File: src/hw/rtl/fotl_pkg.sv
// ----------------------------------------------------------------------------
// fotl_pkg
// Shared types and constants for the focus-ordered tile list.
// ----------------------------------------------------------------------------
`default_nettype none

package fotl_pkg;

    localparam int MAX_WINDOWS = 16;
    localparam int ID_BITS     = 32;
    localparam int CNT_BITS    = $clog2(MAX_WINDOWS + 1);
    localparam int IDX_BITS    = $clog2(MAX_WINDOWS);

    localparam logic [2:0] REQ_INSERT  = 3'd0;
    localparam logic [2:0] REQ_REMOVE  = 3'd1;
    localparam logic [2:0] REQ_MOVE    = 3'd2;
    localparam logic [2:0] REQ_SETF    = 3'd3;
    localparam logic [2:0] REQ_COMPUTE = 3'd4;

    localparam logic [1:0] DIR_LEFT  = 2'd0;
    localparam logic [1:0] DIR_RIGHT = 2'd1;

    localparam logic [1:0] ST_DONE   = 2'd0;
    localparam logic [1:0] ST_IGNORE = 2'd1;
    localparam logic [1:0] ST_FULL   = 2'd2;
    localparam logic [1:0] ST_EMPTY  = 2'd3;

    localparam logic [1:0] ADDR_VW  = 2'd0;
    localparam logic [1:0] ADDR_VH  = 2'd1;
    localparam logic [1:0] ADDR_GAP = 2'd2;

    // Operation applied by every cell of the chain in the same cycle.
    typedef enum logic [1:0] {
        OP_HOLD,
        OP_INSERT,
        OP_REMOVE,
        OP_ROTATE
    } cell_op_t;

    typedef enum logic [2:0] {
        S_IDLE,
        S_SCAN,
        S_APPLY,
        S_STATUS,
        S_EMIT
    } state_t;

    // Control group broadcast to the cell row.
    typedef struct packed {
        cell_op_t            op;
        logic [IDX_BITS-1:0] pos;
        logic [ID_BITS-1:0]  id;
    } cell_ctl_t;

    typedef struct packed {
        logic [2:0]  req_type;
        logic [31:0] window_id;
        logic [1:0]  direction;
    } in_beat_t;

    typedef struct packed {
        logic        is_placement;
        logic [1:0]  status;
        logic        focus_valid;
        logic [31:0] focused_window;
        logic [4:0]  window_count;
        logic [31:0] placed_window;
        logic signed [19:0] pos_x;
        logic [11:0] pos_y;
        logic [13:0] width_px;
        logic [13:0] height_px;
        logic        last;
    } out_beat_t;

endpackage

`default_nettype wire

File: src/hw/rtl/fotl_cell.sv
// ----------------------------------------------------------------------------
// fotl_cell
// One slot of the window list; shifts with its neighbors on insert, remove
// and rotate.
// ----------------------------------------------------------------------------
`default_nettype none

module fotl_cell (
    input  wire logic                          clk,
    input  wire fotl_pkg::cell_ctl_t           ctl,
    input  wire logic [fotl_pkg::IDX_BITS-1:0] my_idx,
    input  wire logic [fotl_pkg::ID_BITS-1:0]  left_id,
    input  wire logic [fotl_pkg::ID_BITS-1:0]  right_id,
    input  wire logic [fotl_pkg::ID_BITS-1:0]  wrap_id,
    input  wire logic                          is_tail,
    output logic      [fotl_pkg::ID_BITS-1:0]  id
);
    import fotl_pkg::*;

    logic [ID_BITS-1:0] id_reg;
    logic [ID_BITS-1:0] id_next;

    always_comb
    begin
        id_next = id_reg;
        case (ctl.op)
            OP_INSERT:
            begin
                if (my_idx == ctl.pos)
                    id_next = ctl.id;
                else if (my_idx > ctl.pos)
                    id_next = left_id;
            end
            OP_REMOVE:
            begin
                if (my_idx >= ctl.pos)
                    id_next = right_id;
            end
            // Rotate moves every entry one place toward the head; the head
            // entry comes round to the tail position through the wrap tap.
            OP_ROTATE:
            begin
                if (is_tail)
                    id_next = wrap_id;
                else
                    id_next = right_id;
            end
            default: id_next = id_reg;
        endcase
    end

    always_ff @(posedge clk)
    begin
        id_reg <= id_next;
    end

    assign id = id_reg;

endmodule

`default_nettype wire

File: src/hw/rtl/fotl_chain.sv
// ----------------------------------------------------------------------------
// fotl_chain
// Row of list cells with a tap at the head and a tap at the selected position.
// ----------------------------------------------------------------------------
`default_nettype none

module fotl_chain (
    input  wire logic                          clk,
    input  wire fotl_pkg::cell_ctl_t           ctl,
    input  wire logic [fotl_pkg::IDX_BITS-1:0] tail_idx,
    output logic      [fotl_pkg::ID_BITS-1:0]  head_id,
    output logic      [fotl_pkg::ID_BITS-1:0]  sel_id
);
    import fotl_pkg::*;

    logic [ID_BITS-1:0] ids [MAX_WINDOWS];
    logic [ID_BITS-1:0] wrap;

    // The scan rotates the row count times; the entry at the head wraps to
    // the tail so the order is restored after a full turn.
    assign wrap = ids[0];

    genvar g;
    generate
        for (g = 0; g < MAX_WINDOWS; g++)
        begin : g_cell
            logic [ID_BITS-1:0] lft;
            logic [ID_BITS-1:0] rgt;
            if (g == 0)
            begin : g_l0
                assign lft = '0;
            end
            else
            begin : g_ln
                assign lft = ids[g-1];
            end
            if (g == MAX_WINDOWS - 1)
            begin : g_rn
                assign rgt = '0;
            end
            else
            begin : g_r
                assign rgt = ids[g+1];
            end
            fotl_cell u_cell (
                .clk      (clk),
                .ctl      (ctl),
                .my_idx   (IDX_BITS'(g)),
                .left_id  (lft),
                .right_id (rgt),
                .wrap_id  (wrap),
                .is_tail  (tail_idx == IDX_BITS'(g)),
                .id       (ids[g])
            );
        end
    endgenerate

    assign head_id = ids[0];
    assign sel_id  = ids[ctl.pos];

endmodule

`default_nettype wire

File: src/hw/rtl/focus_ordered_tile_list.sv
// ----------------------------------------------------------------------------
// focus_ordered_tile_list
// Ordered window list with focus tracking and a tiled layout generator.
// ----------------------------------------------------------------------------
// Requests arrive as beats on the in channel (in_valid/in_stall, payload
// in_data). Results leave as beats on the out channel (out_valid/out_stall,
// payload out_data); a request gives one status beat, or one placement beat
// per window for a compute on a non-empty list, the final beat marked last.
// Viewport width, height and gap sit in an APB register file at byte
// addresses 0, 4 and 8; write them only while the block is idle.
// One request is handled at a time. Each request first rotates the row of
// list cells once around to find the first match of the request id and the
// focused id, then applies the request (an insert or remove shifts the row)
// and emits. A compute gives one placement beat per cycle while out_stall is
// low. A remove of the focused entry picks the new focus via sel_id before
// its status beat. The next request is accepted only after the final result
// beat has been taken (in_stall stays high until then).
// Reset clears count and focus; list slots hold garbage until written and
// are never read beyond the count. A stalled out beat holds in the output
// register and the block waits; in_stall is high while a request is busy.
// ----------------------------------------------------------------------------
`default_nettype none

module focus_ordered_tile_list (
    input  wire logic               clk,
    input  wire logic               rst_n,
    input  wire logic               in_valid,
    output logic                    in_stall,
    input  wire fotl_pkg::in_beat_t in_data,
    output logic                    out_valid,
    input  wire logic               out_stall,
    output fotl_pkg::out_beat_t     out_data,
    input  wire logic               psel,
    input  wire logic               penable,
    input  wire logic               pwrite,
    input  wire logic [3:0]         paddr,
    input  wire logic [31:0]        pwdata,
    output logic      [31:0]        prdata,
    output logic                    pready
);
    import fotl_pkg::*;

    // Configuration registers.
    logic [13:0] vw_reg;
    logic [13:0] vh_reg;
    logic [11:0] gap_reg;

    assign pready = 1'b1;

    always_ff @(posedge clk or negedge rst_n)
    begin
        if (!rst_n)
        begin
            vw_reg  <= 14'd1920;
            vh_reg  <= 14'd1080;
            gap_reg <= 12'd8;
        end
        else if (psel && penable && pwrite)
        begin
            unique case (paddr[3:2])
                ADDR_VW:  vw_reg  <= pwdata[13:0];
                ADDR_VH:  vh_reg  <= pwdata[13:0];
                ADDR_GAP: gap_reg <= pwdata[11:0];
                default:  ;
            endcase
        end
    end

    always_comb
    begin
        unique case (paddr[3:2])
            ADDR_VW:  prdata = {18'd0, vw_reg};
            ADDR_VH:  prdata = {18'd0, vh_reg};
            ADDR_GAP: prdata = {20'd0, gap_reg};
            default:  prdata = '0;
        endcase
    end

    // Layout constants, derived from the registers.
    logic signed [15:0] tw_raw;
    logic signed [15:0] th_raw;
    logic [13:0]        tile_w;
    logic [13:0]        tile_h;
    logic [14:0]        pitch;
    logic [13:0]        cen_x;

    assign tw_raw = $signed({2'b0, vw_reg}) - $signed({3'b0, gap_reg, 1'b0});
    assign th_raw = $signed({2'b0, vh_reg}) - $signed({3'b0, gap_reg, 1'b0});
    assign tile_w = (tw_raw < 16'sd1) ? 14'd1 : tw_raw[13:0];
    assign tile_h = (th_raw < 16'sd1) ? 14'd1 : th_raw[13:0];
    assign pitch  = {1'b0, tile_w} + {3'b0, gap_reg};
    // Only a zero viewport makes the tile wider than the viewport; the
    // half of that one-pixel deficit rounds to zero.
    assign cen_x  = (vw_reg == 14'd0) ? 14'd0 : 14'((vw_reg - tile_w) >> 1);

    // Control state.
    state_t               state_reg, state_next;
    logic [CNT_BITS-1:0]  cnt_reg, cnt_next;
    logic                 fp_reg, fp_next;
    logic [ID_BITS-1:0]   fid_reg, fid_next;
    in_beat_t             req_reg, req_next;
    logic [CNT_BITS-1:0]  step_reg, step_next;
    logic [CNT_BITS-1:0]  hit_reg, hit_next;
    logic                 hitv_reg, hitv_next;
    logic [CNT_BITS-1:0]  fi_reg, fi_next;
    logic                 fiv_reg, fiv_next;
    logic [1:0]           st_reg, st_next;
    logic signed [21:0]   x_reg, x_next;
    logic                 ov_reg, ov_next;
    out_beat_t            ob_reg, ob_next;
    cell_ctl_t            ctl;
    logic [ID_BITS-1:0]   head_id;
    logic [ID_BITS-1:0]   sel_id;
    logic [IDX_BITS-1:0]  tail_idx;

    assign tail_idx = (cnt_reg == '0) ? '0 : IDX_BITS'(cnt_reg - 1'b1);

    fotl_chain u_chain (
        .clk      (clk),
        .ctl      (ctl),
        .tail_idx (tail_idx),
        .head_id  (head_id),
        .sel_id   (sel_id)
    );

    assign in_stall = (state_reg != S_IDLE) || ov_reg;

    always_comb
    begin
        logic [CNT_BITS-1:0] nidx;
        logic                fmatch;
        logic [CNT_BITS-1:0] pos;
        logic signed [21:0]  sx;
        state_next = state_reg;
        cnt_next   = cnt_reg;
        fp_next    = fp_reg;
        fid_next   = fid_reg;
        req_next   = req_reg;
        step_next  = step_reg;
        hit_next   = hit_reg;
        hitv_next  = hitv_reg;
        fi_next    = fi_reg;
        fiv_next   = fiv_reg;
        st_next    = st_reg;
        x_next     = x_reg;
        ov_next    = ov_reg && out_stall;
        ob_next    = ob_reg;
        ctl.op     = OP_HOLD;
        ctl.pos    = '0;
        ctl.id     = '0;
        nidx       = '0;
        fmatch     = 1'b0;
        pos        = '0;
        sx         = '0;
        unique case (state_reg)
            S_IDLE:
            begin
                if (in_valid && !ov_reg)
                begin
                    req_next   = in_data;
                    step_next  = '0;
                    hitv_next  = 1'b0;
                    fiv_next   = 1'b0;
                    hit_next   = '0;
                    fi_next    = '0;
                    state_next = (cnt_reg == '0) ? S_APPLY : S_SCAN;
                end
            end
            S_SCAN:
            begin
                // The head cell shows entry step; note the first matches.
                if (!hitv_reg && head_id == req_reg.window_id)
                begin
                    hitv_next = 1'b1;
                    hit_next  = step_reg;
                end
                if (fp_reg && !fiv_reg && head_id == fid_reg)
                begin
                    fiv_next = 1'b1;
                    fi_next  = step_reg;
                end
                ctl.op    = OP_ROTATE;
                step_next = step_reg + 1'b1;
                if (step_reg + 1'b1 == cnt_reg)
                    state_next = S_APPLY;
            end
            S_APPLY:
            begin
                st_next    = ST_IGNORE;
                state_next = S_STATUS;
                case (req_reg.req_type)
                    REQ_INSERT:
                    begin
                        if (cnt_reg >= CNT_BITS'(MAX_WINDOWS))
                            st_next = ST_FULL;
                        else
                        begin
                            pos      = fiv_reg ? fi_reg + 1'b1 : cnt_reg;
                            ctl.op   = OP_INSERT;
                            ctl.pos  = IDX_BITS'(pos);
                            ctl.id   = req_reg.window_id;
                            cnt_next = cnt_reg + 1'b1;
                            fp_next  = 1'b1;
                            fid_next = req_reg.window_id;
                            st_next  = ST_DONE;
                        end
                    end
                    REQ_REMOVE:
                    begin
                        if (hitv_reg)
                        begin
                            ctl.op   = OP_REMOVE;
                            ctl.pos  = IDX_BITS'(hit_reg);
                            cnt_next = cnt_reg - 1'b1;
                            st_next  = ST_DONE;
                            if (cnt_reg == CNT_BITS'(1))
                            begin
                                fp_next  = 1'b0;
                                fid_next = '0;
                            end
                            else if (fp_reg && fid_reg == req_reg.window_id)
                                state_next = S_SCAN; // refocus, see below
                        end
                    end
                    REQ_MOVE:
                    begin
                        if (fiv_reg)
                        begin
                            nidx = fi_reg;
                            if (req_reg.direction == DIR_LEFT && fi_reg != '0)
                                nidx = fi_reg - 1'b1;
                            else if (req_reg.direction == DIR_RIGHT &&
                                     fi_reg + 1'b1 < cnt_reg)
                                nidx = fi_reg + 1'b1;
                            ctl.pos  = IDX_BITS'(nidx);
                            fid_next = sel_id;
                            st_next  = ST_DONE;
                        end
                    end
                    REQ_SETF:
                    begin
                        if (hitv_reg)
                        begin
                            fp_next  = 1'b1;
                            fid_next = req_reg.window_id;
                            st_next  = ST_DONE;
                        end
                    end
                    REQ_COMPUTE:
                    begin
                        if (cnt_reg == '0)
                            st_next = ST_EMPTY;
                        else
                        begin
                            fmatch     = fiv_reg;
                            step_next  = '0;
                            x_next     = $signed({8'd0, cen_x}) -
                                         $signed({2'd0, fmatch ? fi_reg :
                                                  {CNT_BITS{1'b0}}}) *
                                         $signed({7'd0, pitch});
                            state_next = S_EMIT;
                        end
                    end
                    default: st_next = ST_IGNORE;
                endcase
                // A removed focused entry: take the new entry at the hole,
                // clamped to the new tail. Picked next cycle via sel_id.
                if (state_next == S_SCAN)
                begin
                    state_next = S_STATUS;
                    req_next.req_type = REQ_MOVE;
                    hit_next = (hit_reg < cnt_reg - 1'b1) ? hit_reg :
                               cnt_reg - 2'd2;
                    hitv_next = 1'b1;
                    fiv_next  = 1'b0;
                end
            end
            S_STATUS:
            begin
                if (hitv_reg && !fiv_reg && req_reg.req_type == REQ_MOVE)
                begin
                    // Pending refocus after a remove.
                    ctl.pos   = IDX_BITS'(hit_reg);
                    fid_next  = sel_id;
                    hitv_next = 1'b0;
                end
                else if (!ov_reg || !out_stall)
                begin
                    ov_next                = 1'b1;
                    ob_next                = '0;
                    ob_next.status         = st_reg;
                    ob_next.focus_valid    = fp_reg;
                    ob_next.focused_window = fp_reg ? fid_reg : '0;
                    ob_next.window_count   = 5'(cnt_reg);
                    ob_next.last           = 1'b1;
                    state_next             = S_IDLE;
                end
            end
            S_EMIT:
            begin
                if (!ov_reg || !out_stall)
                begin
                    ctl.pos = IDX_BITS'(step_reg);
                    sx = x_reg;
                    if (sx > 22'sd524287)
                        sx = 22'sd524287;
                    else if (sx < -22'sd524288)
                        sx = -22'sd524288;
                    ov_next                = 1'b1;
                    ob_next.is_placement   = 1'b1;
                    ob_next.status         = ST_DONE;
                    ob_next.focus_valid    = fp_reg;
                    ob_next.focused_window = fp_reg ? fid_reg : '0;
                    ob_next.window_count   = 5'(cnt_reg);
                    ob_next.placed_window  = sel_id;
                    ob_next.pos_x          = sx[19:0];
                    ob_next.pos_y          = gap_reg;
                    ob_next.width_px       = tile_w;
                    ob_next.height_px      = tile_h;
                    ob_next.last           = (step_reg + 1'b1 == cnt_reg);
                    x_next    = x_reg + $signed({7'd0, pitch});
                    step_next = step_reg + 1'b1;
                    if (step_reg + 1'b1 == cnt_reg)
                        state_next = S_IDLE;
                end
            end
            default: state_next = S_IDLE;
        endcase
    end

    always_ff @(posedge clk or negedge rst_n)
    begin
        if (!rst_n)
        begin
            state_reg <= S_IDLE;
            cnt_reg   <= '0;
            fp_reg    <= 1'b0;
            fid_reg   <= '0;
            ov_reg    <= 1'b0;
            hitv_reg  <= 1'b0;
            fiv_reg   <= 1'b0;
        end
        else
        begin
            state_reg <= state_next;
            cnt_reg   <= cnt_next;
            fp_reg    <= fp_next;
            fid_reg   <= fid_next;
            ov_reg    <= ov_next;
            hitv_reg  <= hitv_next;
            fiv_reg   <= fiv_next;
        end
    end

    always_ff @(posedge clk)
    begin
        req_reg  <= req_next;
        step_reg <= step_next;
        hit_reg  <= hit_next;
        fi_reg   <= fi_next;
        st_reg   <= st_next;
        x_reg    <= x_next;
        ob_reg   <= ob_next;
    end

    assign out_valid = ov_reg;
    assign out_data  = ob_reg;

    // The list never holds more entries than the row has cells.
    assert property (@(posedge clk) disable iff (!rst_n)
        cnt_reg <= CNT_BITS'(MAX_WINDOWS))
        else $error("window count above capacity");

    // An empty list has nothing focused once the request has finished.
    assert property (@(posedge clk) disable iff (!rst_n)
        (state_reg == S_IDLE && cnt_reg == '0) |-> !fp_reg)
        else $error("focus held on an empty list");

    // A stalled output beat stays in place.
    assert property (@(posedge clk) disable iff (!rst_n)
        (out_valid && out_stall) |=> (out_valid && $stable(out_data)))
        else $error("output beat changed under stall");

endmodule

`default_nettype wire

File: config.mk
export PLATFORM = sky130hd
export DESIGN_NAME = focus_ordered_tile_list
export DESIGN_NICKNAME = d
export VERILOG_FILES = /design/src/hw/rtl/fotl_pkg.sv /design/src/hw/rtl/fotl_cell.sv /design/src/hw/rtl/fotl_chain.sv /design/src/hw/rtl/focus_ordered_tile_list.sv
export SDC_FILE = /design/constraint.sdc
export NUM_CORES = 2
export LEC_CHECK = 0
export ABC_AREA = 1
export BUFFER_PORTS_ARGS = -buffer_cell sky130_fd_sc_hd__buf_2
export CELL_PAD_IN_SITES_DETAIL_PLACEMENT = 1
export CELL_PAD_IN_SITES_GLOBAL_PLACEMENT = 2
export CORE_ASPECT_RATIO = 1.25
export CORE_MARGIN = 2
export CORE_UTILIZATION = 34
export DETAILED_ROUTE_END_ITERATION = 8
export HOLD_SLACK_MARGIN = 0.02
export PLACE_DENSITY_LB_ADDON = 0.1
export SLEW_MARGIN = 20
export SYNTH_ARGS = -nofsm -noshare
export SYNTH_HDL_FRONTEND = slang
export SYNTH_SLANG_ARGS = --single-unit
File: constraint.sdc
create_clock -name clk -period 9.9 [get_ports clk]
set_clock_uncertainty 0.05 [all_clocks]
set_input_delay 0.495 -clock clk [delete_from_list [all_inputs] [get_ports clk]]
set_output_delay 0.495 -clock clk [all_outputs]
set_load 0.02 [all_outputs]
==> results.yml <==
status:
  outcome: "completed"
die:
  die_h_um: 452
  core-area_mm2: 0.160
  die_area_mm2: 0.164
  boundaryPins: 249
  fp.dieW_um: 362
  initial_core_util: 0.342
  num_rows: 164
placement:
  gp_congestion: 0.908
  numPortBuffers: 209
  place_hpwl_um: 183000
yosys:
  avgSynthCellArea_um2: 7.90
  yosys.area.top_type_share: 0.397
  yosysMostFrequentCell: "nand2_1"
  synthFlopType: "edfxtp_1"
  synth_area_mm2: 0.0546
  synth_cells: 6908
  synth_cell_type_count: 68
  ys_ff_latch: 806
  async_flop_share: 0.104
  synth_edf_count: 722
  synth-seq-area-share: 0.436
  yosysWarningCount: 0
  ys_top_cells_by_count: "nand2_1 (1698), inv_1 (872), edfxtp_1 (722)"
  yosys-top-cells-area: "edfxtp_1 (40%), nand2_1 (12%), inv_1 (6.0%), nand3_1 (5.9%), o21ai_0 (4.7%)"
  yosysTopAreaCell: "edfxtp_1"
clock_tree:
  tritoncts: "done"
  clock_sinks: 806
  cts_root_buf: "clkbuf_16"
  insertion_delay_ns: 0.77
  cts_max_level: 3
  cts_setup_buffers: 0
  path_clk_slew_ns: 0.06
  cts_max_path_buffers: 3
  cts_buffers: 100
setup_path:
  r2r-start: "gap_reg[1]$_DFFE_PN0P_"
  cpMostUsedCell: "nand2_1"
  crit_start: "gap_reg[1]$_DFFE_PN0P_"
  crit_path_start_kind: "register"
  critPathMaxStageDelay_ns: 0.60
  crit_slowest_cell: "fa_1"
  crit_type: "register to register"
  critPathArrivalTime_ns: 9.38
  worstPathRequired_ns: 10.36
  path_max_fanout: 12
  critPathCaptureType: "register"
timing:
  fin_crit_sh: 0.902
  min_period_ns: 8.93
  hold_violations: 0
  hold-worst-slack_ns: 0.0538
  setup_tns_ns: 0
  setup_viol: 0
  slew-limit-headroom: 0.183
  rsz0062_at_grt: "no"
  fmax_ghz: 0.112
  drv_slew: 0
  worst_pin_slew_ns: 1.21
global_routing:
  antenna_found_initial: 6
  grt_max_degree: 171
  overflow: 0
  grtUsageTotal: 0.334
  grt_pass1_wl_um: 397000
  grt_pass1_vias: 54500
drt:
  drt_wl_total_um: 279000
  route.detailed.drc: 0
  drt-initial-drc-count: 5422
  routed_via_density: 5.89
  antenna_left: 0
  dr_total_vias: 53700
  wl_per_cell_um: 30.6
  first_pass_iters: 6
job:
  drv_cap: 0
hold_path:
  hold_class: "input pin to register"
  hold_start: "pwdata[1]"
cells_and_area:
  largest_reg_flops: 512
  syn_to_final_growth_pct: 12.6
  nets: 7202
  drive_gt1_frac: 0.0943
## cell type report
cell class                 count  area [um^2]
fill                       19300        98200
tap                         2075         2600
clock buffer                 134         2740
multi-input combinational   4736        25700
sequential                   806        23800
clock inverter                51          519
antenna                        3         7.51
timing repair buffer         404         2680
inverter                     912         3440
## cells in the final DEF (no fill, tap or decap), types with 147 or more instances in the layout
master    Yosys  layout
nand2_1    1698    1690
inv_1       872     862
nand3_1     646     646
o211ai_1    211     211
buf_2       127     208
buf_4        56     147
nor2_1      336     319
a21oi_1     370     364
o21ai_0     518     515
o221ai_1    244     244
edfxtp_1    722     722
## worst max-delay path: cells and delay by family (launching register included)
family / cells / cell delay, ns
adders and majority gates: 6 / 2.93
AOI/OAI and AO/OA: 9 / 1.56
buffers and inverters: 7 / 0.64
DFF: 1 / 0.55
and+or+nand+nor: 32 / 2.94
## routing by layer
| layer | part of all wire | routed length (um) | vias to the layer above | track usage |
|---|---|---|---|---|
| li1 | - | - | 23800 | - |
| met1 | 0.39 | 110000 | 26900 | 0.410 |
| met2 | 0.48 | 134000 | 2305 | 0.568 |
| met3 | 0.069 | 19300 | 636 | 0.0504 |
| met4 | 0.057 | 15800 | 4 | 0.172 |
| met5 | 0.00054 | 150 | - | 0.00585 |
## logic make-up after synthesis
| logic type | Yosys count | share of synthesized area |
|---|---|---|
| and+or+nand+nor | 2802 | 0.216 |
| AOI/OAI and AO/OA | 1667 | 0.187 |
| DFF | 806 | 0.436 |
| xor gates and xnor gates | 86 | 0.0141 |
| buffers and inverters | 1383 | 0.102 |
| adders and majority gates | 162 | 0.0448 |
| other | 2 | 0.000138 |
## final timing paths
path	endpoint	slack, ns	cells after the start
min	gap_reg[1]$_DFFE_PN0P_	0.05	3
max reg2reg	x_reg[21]$_DFFE_PP_	0.97	54
max	x_reg[21]$_DFFE_PP_	0.97	54
min in group asynchronous	vh_reg[12]$_DFFE_PN0P_	0.26	2
max in group asynchronous	cnt_reg[3]$_DFFE_PN0P_	8.36	3
min reg2reg	vh_reg[3]$_DFFE_PN1P_	0.46	2
## per-stage QoR
stage	cells	utilization	setup WS, ns	cell area (um^2)
2_1_floorplan	6925	-	2.22	54700
3_3_place_gp	8888	0.362	0.862	57700
3_5_place_dp	8888	0.362	0.793	57700
4_1_cts	9118	0.385	0.758	61400
5_1_grt	9118	0.385	0.0778	61500
6_report	9121	0.385	0.974	61500
## repair_timing
action,CTS,global route
setup endpoints to repair,0,2
resized for setup,0,2
endpoints found under the hold margin,86,0
hold buffers,45,0
Power is left out: the tool's default activity adds up to more than one toggle a clock period on the data nets, which glitch-free logic cannot reach.
